===== config.mk =====
export PLATFORM = sky130hd
export DESIGN_NAME = isa_dma_register_file
export DESIGN_NICKNAME = d
export VERILOG_FILES = /design/src/hdl/dmarf_pkg.sv /design/src/hdl/dmarf_decode.sv /design/src/hdl/dmarf_chan_mem.sv /design/src/hdl/isa_dma_register_file.sv
export SDC_FILE = /design/constraint.sdc
export NUM_CORES = 1
export LEC_CHECK = 0
export BUFFER_PORTS_ARGS = -buffer_cell sky130_fd_sc_hd__buf_2
export CAP_MARGIN = 20
export CORE_MARGIN = 2
export CORE_UTILIZATION = 50
export DETAILED_ROUTE_END_ITERATION = 12
export PLACE_DENSITY_LB_ADDON = 0.15
export RECOVER_POWER = 25
export SETUP_SLACK_MARGIN = 0.3
export SLEW_MARGIN = 25
export SYNTH_ARGS = -nofsm -noshare
export SYNTH_HDL_FRONTEND = slang
export SYNTH_SLANG_ARGS = --single-unit

===== constraint.sdc =====
create_clock -name clock -period 7.6 [get_ports clock]
set_input_delay 1.52 -clock clock [delete_from_list [all_inputs] [get_ports clock]]
set_output_delay 1.52 -clock clock [all_outputs]
set_load 0.05 [all_outputs]

===== src/hdl/dmarf_pkg.sv =====
// Shared types and constants for the DMA controller register file.
// No dependencies; imported by every module under hdl/.
`timescale 1ns / 1ps
`default_nettype none
package dmarf_pkg;

   // Controller register numbers (port low nibble, or word index on controller 1)
   localparam logic [3:0] REG_COMMAND  = 4'd8;
   localparam logic [3:0] REG_SMASK    = 4'd10;
   localparam logic [3:0] REG_MODE     = 4'd11;
   localparam logic [3:0] REG_CLR_FF   = 4'd12;
   localparam logic [3:0] REG_MCLR     = 4'd13;
   localparam logic [3:0] REG_CLR_MASK = 4'd14;
   localparam logic [3:0] REG_WR_MASK  = 4'd15;

   localparam logic OP_WRITE = 1'b0;
   localparam logic OP_READ  = 1'b1;

   // What the memory stage does with the channel record
   typedef enum logic [2:0] {
      ACT_NONE  = 3'd0,
      ACT_ADDR  = 3'd1,
      ACT_COUNT = 3'd2,
      ACT_PAGE  = 3'd3,
      ACT_MODE  = 3'd4
   } act_type;

   // One channel's record as held in the channel memory
   typedef struct packed {
      logic [15:0] base_address;
      logic [15:0] base_count;
      logic [7:0]  page_value;
      logic [5:0]  mode_bits;
   } chan_rec_type;

   // Decoded access handed from the decode stage to the memory stage
   typedef struct packed {
      logic       rd;
      act_type    act;
      logic       hi_byte;
      logic [7:0] data;
      logic [2:0] ch;
      logic       known;
      logic       masked;
   } cmd_type;

   // Result beat fields
   typedef struct packed {
      logic [5:0]  channel_mode;
      logic        channel_masked;
      logic [16:0] channel_length;
      logic [23:0] channel_address;
      logic [2:0]  channel;
      logic        port_known;
      logic [7:0]  read_data;
   } rsp_type;

   // Page register ports 0x80-0x8F: bit 3 = present, bits 2:0 = channel
   function automatic logic [3:0] page_decode(input logic [3:0] nib);
      logic [3:0] res;
      case (nib)
         4'h7:    res = 4'b1000;  // 0x87 ch0
         4'h3:    res = 4'b1001;  // 0x83 ch1
         4'h1:    res = 4'b1010;  // 0x81 ch2
         4'h2:    res = 4'b1011;  // 0x82 ch3
         4'hF:    res = 4'b1100;  // 0x8F ch4
         4'hB:    res = 4'b1101;  // 0x8B ch5
         4'h9:    res = 4'b1110;  // 0x89 ch6
         4'hA:    res = 4'b1111;  // 0x8A ch7
         default: res = 4'b0000;
      endcase
      return res;
   endfunction

endpackage
`default_nettype wire


===== src/hdl/dmarf_decode.sv =====
// Port decode, byte flip-flops and mask bits of the DMA register file.
// Depends on dmarf_pkg.
`timescale 1ns / 1ps
`default_nettype none
module dmarf_decode (
   input  wire logic              clock,
   input  wire logic              reset,
   input  wire logic              accept,
   input  wire logic              operation,
   input  wire logic [7:0]        port,
   input  wire logic [7:0]        write_data,
   output dmarf_pkg::cmd_type     cmd
);
   import dmarf_pkg::*;

   logic [1:0] flipflop_ff, flipflop_in;
   logic [7:0] mask_ff, mask_in;
   logic       ctl_hit;
   logic       ctl;
   logic [3:0] r;
   logic [3:0] pdec;
   logic       page_hit;
   logic       rd;

   assign rd = (operation == OP_READ);

   always_comb begin
      ctl_hit  = 1'b0;
      ctl      = 1'b0;
      r        = port[3:0];
      pdec     = page_decode(port[3:0]);
      page_hit = (port[7:4] == 4'h8) && pdec[3];
      if (port[7:4] == 4'h0) begin
         ctl_hit = 1'b1;
      end else if (port[7:5] == 3'b110) begin
         ctl_hit = 1'b1;
         ctl     = 1'b1;
         r       = port[4:1];
      end
   end

   always_comb begin
      flipflop_in = flipflop_ff;
      mask_in     = mask_ff;
      cmd.rd      = rd;
      cmd.act     = ACT_NONE;
      cmd.hi_byte = 1'b0;
      cmd.data    = write_data;
      cmd.ch      = 3'd0;
      cmd.known   = ctl_hit || page_hit;
      if (ctl_hit) begin
         if (!r[3]) begin
            cmd.act          = r[0] ? ACT_COUNT : ACT_ADDR;
            cmd.ch           = {ctl, r[2:1]};
            cmd.hi_byte      = flipflop_ff[ctl];
            flipflop_in[ctl] = ~flipflop_ff[ctl];
         end else if (!rd) begin
            case (r)
               REG_SMASK: begin
                  cmd.ch          = {ctl, write_data[1:0]};
                  mask_in[cmd.ch] = write_data[2];
               end
               REG_MODE: begin
                  cmd.ch  = {ctl, write_data[1:0]};
                  cmd.act = ACT_MODE;
               end
               REG_CLR_FF: flipflop_in[ctl] = 1'b0;
               REG_MCLR: begin
                  flipflop_in[ctl]          = 1'b0;
                  mask_in[{ctl, 2'b00} +: 4] = 4'b1111;
               end
               REG_CLR_MASK: mask_in[{ctl, 2'b00} +: 4] = 4'b0000;
               REG_WR_MASK:  mask_in[{ctl, 2'b00} +: 4] = write_data[3:0];
               default: ;  // command and request writes: no visible effect
            endcase
         end
      end else if (page_hit) begin
         cmd.act = ACT_PAGE;
         cmd.ch  = pdec[2:0];
      end
      cmd.masked = mask_in[cmd.ch];
   end

   always_ff @(posedge clock) begin
      if (reset) begin
         flipflop_ff <= '0;
         mask_ff     <= '1;
      end else if (accept) begin
         flipflop_ff <= flipflop_in;
         mask_ff     <= mask_in;
      end
   end

endmodule
`default_nettype wire


===== src/hdl/dmarf_chan_mem.sv =====
// Channel record memory with read-modify-write stage and write-to-read forwarding.
// Depends on dmarf_pkg.
`timescale 1ns / 1ps
`default_nettype none
module dmarf_chan_mem (
   input  wire logic              clock,
   input  wire logic              reset,
   input  wire logic              accept,
   input  wire logic              advance,
   input  wire dmarf_pkg::cmd_type cmd,
   output logic                   s1_valid,
   output dmarf_pkg::rsp_type     s1_rsp
);
   import dmarf_pkg::*;

   chan_rec_type mem [8];
   logic [7:0]   entry_valid_ff, entry_valid_in;
   chan_rec_type rd_rec_ff;
   logic         rd_ok_ff;
   cmd_type      cmd_ff;
   logic         valid_ff;
   chan_rec_type cur_rec;
   chan_rec_type new_rec;
   logic         wr_en;
   logic [7:0]   rdata;

   assign cur_rec = rd_ok_ff ? rd_rec_ff : '0;

   always_comb begin
      new_rec = cur_rec;
      rdata   = 8'd0;
      case (cmd_ff.act)
         ACT_ADDR: begin
            if (cmd_ff.hi_byte) begin
               rdata = cur_rec.base_address[15:8];
               if (!cmd_ff.rd) new_rec.base_address[15:8] = cmd_ff.data;
            end else begin
               rdata = cur_rec.base_address[7:0];
               if (!cmd_ff.rd) new_rec.base_address[7:0] = cmd_ff.data;
            end
         end
         ACT_COUNT: begin
            if (cmd_ff.hi_byte) begin
               rdata = cur_rec.base_count[15:8];
               if (!cmd_ff.rd) new_rec.base_count[15:8] = cmd_ff.data;
            end else begin
               rdata = cur_rec.base_count[7:0];
               if (!cmd_ff.rd) new_rec.base_count[7:0] = cmd_ff.data;
            end
         end
         ACT_PAGE: begin
            rdata = cur_rec.page_value;
            if (!cmd_ff.rd) new_rec.page_value = cmd_ff.data;
         end
         ACT_MODE: new_rec.mode_bits = cmd_ff.data[7:2];
         default: ;
      endcase
   end

   assign wr_en = valid_ff && advance && !cmd_ff.rd && (cmd_ff.act != ACT_NONE);

   always_comb begin
      entry_valid_in = entry_valid_ff;
      if (wr_en) entry_valid_in[cmd_ff.ch] = 1'b1;
   end

   always_ff @(posedge clock) begin
      if (wr_en) mem[cmd_ff.ch] <= new_rec;
      if (accept) begin
         cmd_ff <= cmd;
         // same-entry write in this cycle is forwarded past the memory
         if (wr_en && cmd_ff.ch == cmd.ch) begin
            rd_rec_ff <= new_rec;
            rd_ok_ff  <= 1'b1;
         end else begin
            rd_rec_ff <= mem[cmd.ch];
            rd_ok_ff  <= entry_valid_ff[cmd.ch];
         end
      end
   end

   always_ff @(posedge clock) begin
      if (reset) begin
         entry_valid_ff <= '0;
         valid_ff       <= 1'b0;
      end else begin
         entry_valid_ff <= entry_valid_in;
         if (advance) valid_ff <= accept;
      end
   end

   assign s1_valid = valid_ff;

   always_comb begin
      s1_rsp.read_data  = cmd_ff.rd ? rdata : 8'd0;
      s1_rsp.port_known = cmd_ff.known;
      s1_rsp.channel    = cmd_ff.ch;
      if (!cmd_ff.ch[2]) begin
         s1_rsp.channel_address = {new_rec.page_value, new_rec.base_address};
      end else begin
         s1_rsp.channel_address = {new_rec.page_value[7:1], new_rec.base_address, 1'b0};
      end
      s1_rsp.channel_length = {1'b0, new_rec.base_count} + 17'd1;
      s1_rsp.channel_masked = cmd_ff.masked;
      s1_rsp.channel_mode   = new_rec.mode_bits;
   end

endmodule
`default_nettype wire


===== src/hdl/isa_dma_register_file.sv =====
// Top level of the PC DMA controller pair register file.
// Depends on dmarf_pkg, dmarf_decode and dmarf_chan_mem.
`timescale 1ns / 1ps
`default_nettype none
// Register side of the two cascaded 8237 DMA controllers (ports 0x00-0x0F and
// 0xC0-0xDF) and the eight page registers (0x81-0x8F). Every request beat is one
// port access and yields exactly one response beat describing the touched
// channel. Throughput is one access per cycle unless rsp_tready stalls the output.
// Decode and the channel memory read are registered on request accept; the
// read-modify-write of the channel record works on that registered read, and
// its result sits in the output register. Back-to-back accesses to the same
// channel are forwarded around the memory. No clearing pass is needed after reset.
module isa_dma_register_file (
   input  wire logic        clock,
   input  wire logic        reset,
   input  wire logic        req_tvalid,
   output logic             req_tready,
   input  wire logic [15:0] req_tdata,  // port[7:0], write_data[15:8]
   input  wire logic        req_tuser,  // operation (0 write, 1 read)
   output logic             rsp_tvalid,
   input  wire logic        rsp_tready,
   output logic [63:0]      rsp_tdata   // read_data[7:0], port_known[8], channel[11:9],
                                        // channel_address[35:12], channel_length[52:36],
                                        // channel_masked[53], channel_mode[59:54]
);
   import dmarf_pkg::*;

   logic    advance;
   logic    accept;
   cmd_type cmd;
   logic    s1_valid;
   rsp_type s1_rsp;
   logic    rsp_valid_ff;
   rsp_type rsp_ff;

   assign advance    = !rsp_valid_ff || rsp_tready;
   assign req_tready = advance && !reset;
   assign accept     = req_tvalid && req_tready;

   dmarf_decode u_decode (
      .clock      (clock),
      .reset      (reset),
      .accept     (accept),
      .operation  (req_tuser),
      .port       (req_tdata[7:0]),
      .write_data (req_tdata[15:8]),
      .cmd        (cmd)
   );

   dmarf_chan_mem u_chan_mem (
      .clock    (clock),
      .reset    (reset),
      .accept   (accept),
      .advance  (advance),
      .cmd      (cmd),
      .s1_valid (s1_valid),
      .s1_rsp   (s1_rsp)
   );

   always_ff @(posedge clock) begin
      if (reset) begin
         rsp_valid_ff <= 1'b0;
      end else if (advance) begin
         rsp_valid_ff <= s1_valid;
      end
   end

   always_ff @(posedge clock) begin
      if (advance) rsp_ff <= s1_rsp;
   end

   assign rsp_tvalid = rsp_valid_ff;
   assign rsp_tdata  = {4'd0, rsp_ff};

endmodule
`default_nettype wire


# Word-level counts from Yosys, hierarchy flattened
# Memories as Yosys holds them, arrays and structs flattened. A register that Yosys moved wholly into a read port is not among the register bits.
# Index checks and enable logic that the tools add are counted.
[totals]
in_bits = 21
ram_bits = 368
memories = 2
register_bits = 99
rom_bits = 64
wordCells = 137
[op_classes]
mux = 60
n_eq_ne = 15
shift = 4
bitwise_logic = 5
reduce_logical = 21
n_addsub = 2
n_lt_le_gt_ge = 7
[memory_table]
columns = ["name", "depth", "width", "read_ports", "rd_ports_with_merged_regs", "wr", "line", "text"]
rows = [
  ["u_chan_mem.mem", 8, 46, 1, 1, 1, "dmarf_chan_mem.sv:16", "chan_rec_type mem [8];"],
  ["(name not given)", 16, 4, 1, 0, 0, "dmarf_pkg.sv:61", "case (nib)"],
]
[op_table]
columns = ["cell", "count"]
rows = [
  ["2-to-1 mux 8 bit", 15],
  ["2-to-1 mux 46 bit", 1],
  ["bitwise mux 8 bit", 4],
  ["2-to-1 mux 16 bit", 2],
  ["case mux 8 bit (4 select lines)", 1],
  ["equality test 4 bit (second input constant)", 7],
  ["2-to-1 mux 3 bit", 9],
  ["case mux 8 bit (3 select lines)", 1],
  ["adder 16 x 1 -> 17 bit (second input constant)", 1],
  ["2-to-1 mux 17 bit", 1],
  ["indexed part select 4 x 5 -> 8 bit (first input constant)", 2],
  ["< comparator 3 x 4 -> 1 bit (second input constant)", 3],
  ["2-to-1 mux 1 bit", 12],
  ["logical AND 1 bit", 10],
  ["2-to-1 mux 2 bit", 5],
  ["2-to-1 mux 4 bit", 2],
  ["bitwise OR 8 bit", 1],
  ["variable shift 4 x 5 -> 8 bit (first input constant)", 1],
  ["indexed part select 4 x 5 -> 8 bit", 1],
  ["binary-select mux 1 bit (select 3 bit)", 2],
  ["demux 1 bit (select 3 bit)", 2],
  ["equality test 3 x 2 -> 1 bit (second input constant)", 2],
  ["equality test 3 bit (second input constant)", 2],
  ["greater-or-equal comparator 3 x 1 -> 1 bit (second input constant)", 2],
  ["18 further kinds", 25],
]

# Longest topological paths before layout
[logic_depth]
word_depth = 14
depth_mapped = 12
mapped_depth_nobuf = 9

# By module
# Synthesis repeated with hierarchy kept, for this count alone.
[hier_totals]
hier_cells = 1381
area_unflattened_um2 = 22081.2
[by_module_without_submodules]
columns = ["mod", "cells_each", "seq_area_each_um2", "area_per_inst_um2", "n_inst"]
rows = [
  ["dmarf_chan_mem", 1088, 13182.6, 18544.0, 1],
  ["isa_dma_register_file", 72, 1821.7, 1896.8, 1],
  ["dmarf_decode", 221, 200.2, 1640.3, 1],
]

# Worst setup path before layout
# No wires, ideal clock.
[synth_path]
path_type = "input -> register"
from = "in rsp_tready"
to = "mem u_chan_mem.mem[0][0] (netlist name) (enable)"
setup_time_ns = 0.509
slack_ns = 1.701
n_path_buf = 0
arrival_ns = 5.390
cell_stages = 4
cell_sequence = "nor2b_1 -> nor4b_1 -> nand2b_1 -> nor3_1"
[synth_via]
elab_chain_cells = 6
[synth_rtl]
columns = ["element", "line", "text"]
rows = [
  ["start, declared", "isa_dma_register_file.sv:21", "input wire logic rsp_tready,"],
  ["logical OR 1 bit", "isa_dma_register_file.sv:36", "assign advance = !rsp_valid_ff || rsp_tready;"],
  ["logical AND 1 bit (3 in a row)", "dmarf_chan_mem.sv:60", "assign wr_en = valid_ff && advance && !cmd_ff.rd && (cmd_ff.act != ACT_NONE);"],
  ["2-to-1 mux 1 bit", "dmarf_chan_mem.sv:68", "if (wr_en) mem[cmd_ff.ch] <= new_rec;"],
  ["2-to-1 mux 1 bit (implied by the code)", "dmarf_chan_mem.sv:68", ""],
  ["end, declared", "dmarf_chan_mem.sv:16", ""],
]
# Every way passes these cells.

==> summary.txt <==
First-pass GRT wire length -> 92890 µm
CP Launch Type -> register
Max Cap Violations -> 3
Post-route ant nets -> 0
Largest net degree at the start of global routing -> 186
Status -> finished with violations
DIE AREA -> 46960 µm²
Initial Utilization -> 50.93%
WL/cell -> 24.38 µm
Worst slew margin -> -70.70%
Grt total ovfl -> 0
Leakage -> 0.008838 µW
R2R depth -> 8
Area delta synth->final -> 11.32%
Fin crit share -> 64.61%
Number of I/O port buffers -> 82
Hold Buf Count CTS -> 0
TritonCTS sink count -> 513
Peak Freq -> 203.7 MHz
Top FF cell, synth -> edfxtp_1
DP HPWL -> 32630 µm
H-tree Lvls -> 2
Proportion of layout cells with a drive suffix above 1 -> 11.72%
Final Wtd Congestion -> 0.8441
Routed wire length -> 61020 µm
Synth Register Bits -> 513
Gr usage total -> 26.08%
Syn_area_per_cell -> 12.21 µm²
Pwr per Cell Area -> 250.9 nW/µm²
Seq/Total Area, Yosys -> 67.22%
CTS buffer count -> 53
Via count of the first global-routing pass -> 14.95k
Buffers from clock root to sink, at most -> 3
Chip Width -> 216.7 µm
Violated checks -> max-capacitance violations, max-slew violations
Setup CP Type -> register to register
FFs w/ async S/R, synth -> 0%
Critical path required time -> 7.93 ns
Synthesized instance count -> 1853
Cts repair resizes -> 0
Max IR drop VDD -> 0.1900 mV
Placed Instances -> 2403
Setup Buffers After CTS -> 0
PnR worst setup slack -> 2.690 ns
Hold depth -> 0
Die height -> 216.7 µm
Commonest non-fill, non-tap cell in the layout -> edfxtp_1
Final hold violation count -> 0
Final Power -> 6318 µW
Initial DRT Pass Iterations -> 5
Commonest cells after routing, fill and taps aside -> 493 x edfxtp_1, 384 x nand3_1, 216 x o21ai_0, 76 x mux2i_1, 73 x buf_2
Core Area -> 44410 µm²
Antenna violations before repair -> 1
Final Skew -> 0.01660 ns
RSZ-0062 raised after global routing -> false
Antenna cell count -> 0
Slew of the pin with the lowest slew margin -> 2.561 ns
Pre-CTS setup slack -> 2.385 ns
Post-route DRC -> 0
IO Count -> 87
Vias -> 15.58k
Setup TNS -> 0 ns
CTS tree -> yes
Worst EP arrival -> 5.24 ns
Final Critical Period -> 4.910 ns
Post-synth EDFFs -> 493
Starting DRT DRC Count -> 1562
Crit path max fanout -> 18
Worst-Skew Late Latency -> 0.60 ns
Worst Hold Class -> register to register
Nets -> 1891
CTS root buf -> clkbuf_16
Yosys Warn Count -> 0
Max-slew violations -> 76
Library cells used by synthesis -> 75
Fin cells -> 2503
Via density -> 6.225
Final setup viols -> 0
Rows -> 77
Synthesized area -> 22620 µm²
Crit. End Element -> register
Clock-pin slew on the worst setup and hold paths -> 0.07 ns
critical path, stage by stage, from the launching register on:
cell	delay, ns
edfxtp_1	0.76
nor4b_1	1.09
nand2b_1	0.50
mux2i_1	0.38
inv_1	0.35
ha_1	0.34
nand4_1	0.19
or3_1	0.53
nor4_1	0.51
where the power goes:
| group | total (µW) | switching, µW | internal [µW] |
|---|---|---|---|
| Clock | 2570 | 1090 | 1490 |
| Sequential | 3210 | 34.9 | 3180 |
| Combinational | 532 | 402 | 130 |
flip-flops by register name, summed over array words and instances (netlist names):
name,cells
u_chan_mem.mem,368
u_chan_mem.rd_ok_ff,1
u_decode.flipflop_ff,2
rsp_tvalid,1
u_chan_mem.cmd_ff,13
rsp_tdata,60
u_chan_mem.s1_valid,1
u_chan_mem.s1_rsp,5
u_chan_mem.entry_valid_ff,8
u_decode.mask_ff,8
u_chan_mem.rd_rec_ff,46
layer usage:
| metal | wire length [µm] | vias to the layer above | part of all wire, % | GRT usage (%) |
|---|---|---|---|---|
| met5 | 12 | - | 0.020 | 0 |
| met4 | 1494 | 2 | 2.4 | 7.009 |
| met3 | 4960 | 112 | 8.1 | 4.379 |
| met2 | 28830 | 676 | 47 | 41.99 |
| met1 | 25720 | 7752 | 42 | 36.92 |
| li1 | - | 7040 | - | - |
logic make-up (layout without fill, tap and decap cells):
group / after synthesis / after routing / synth area share [%]
AO/OA/AOI/OAI: 343 / 343 / 8.623
XOR/XNOR: 16 / 16 / 0.6195
adder cells (fa/ha/maj): 3 / 3 / 0.1660
buffers and inverters: 210 / 265 / 3.844
flip-flops: 513 / 513 / 67.22
multiplexers: 87 / 87 / 3.971
other: 1 / 4 / 0.01658
AND/OR/NAND/NOR: 680 / 680 / 15.54
final cells by class:
class / count / area, µm²
clock buffer: 63 / 1406
clock inverter: 36 / 300.3
fill: 3620 / 19230
inverter: 56 / 211.5
multi-input combinational: 1133 / 6659
sequential: 513 / 15200
tap: 592 / 740.7
timing repair buffer: 110 / 659.4
synth_stat cells (3+ instances only):
library cell	number	area share [%]
nor2_1	73	1.2
nor2b_1	8	0.22
o22ai_1	3	0.083
xor2_1	3	0.12
o21ba_2	3	0.13
a21o_1	3	0.10
nand2_1	64	1.1
o21a_1	11	0.37
nor4_1	7	0.19
xnor2_1	13	0.50
mux2_2	9	0.45
buf_4	6	0.20
o21ai_1	4	0.089
o21ai_0	213	4.7
a21oi_1	53	1.2
edfxtp_1	493	65
nand3_1	384	8.5
nor3_1	9	0.20
buf_6	4	0.20
and2_1	6	0.17
mux2i_1	76	3.4
clkbuf_1	113	1.9
dfxtp_1	20	1.8
nand4_1	52	1.4
a31oi_1	3	0.083
ha_1	3	0.17
o31ai_1	5	0.17
nand3b_1	8	0.27
buf_2	23	0.51
inv_1	54	0.90
a211oi_1	3	0.10
nand2b_1	8	0.22
and3_1	34	0.94
a22oi_1	11	0.37
or3_1	6	0.17
buf_1	8	0.13
o211ai_1	6	0.20
metrics by stage:
stage	instance area, µm²	utilization [%]	hold slack [ns]
after floorplan	22630	-	0.4003
after global placement	23500	52.90	0.4079
after detailed placement	23500	52.90	0.4202
after CTS	25200	56.74	0.4447
after global routing	25180	56.70	0.4661
final	25180	56.70	0.4401
path summary, 6_finish.rpt:
kind                         startpoint            end  slack [ns]
hold reg to reg    u_chan_mem.s1_rsp[8]   rsp_tdata[8]        0.44
setup reg to reg  u_chan_mem.cmd_ff[15]  rsp_tdata[52]        2.69
hold / removal     u_chan_mem.s1_rsp[8]   rsp_tdata[8]        0.44
setup / recovery  u_chan_mem.cmd_ff[15]  rsp_tdata[52]        2.69
(Power assumes the default switching activity.)
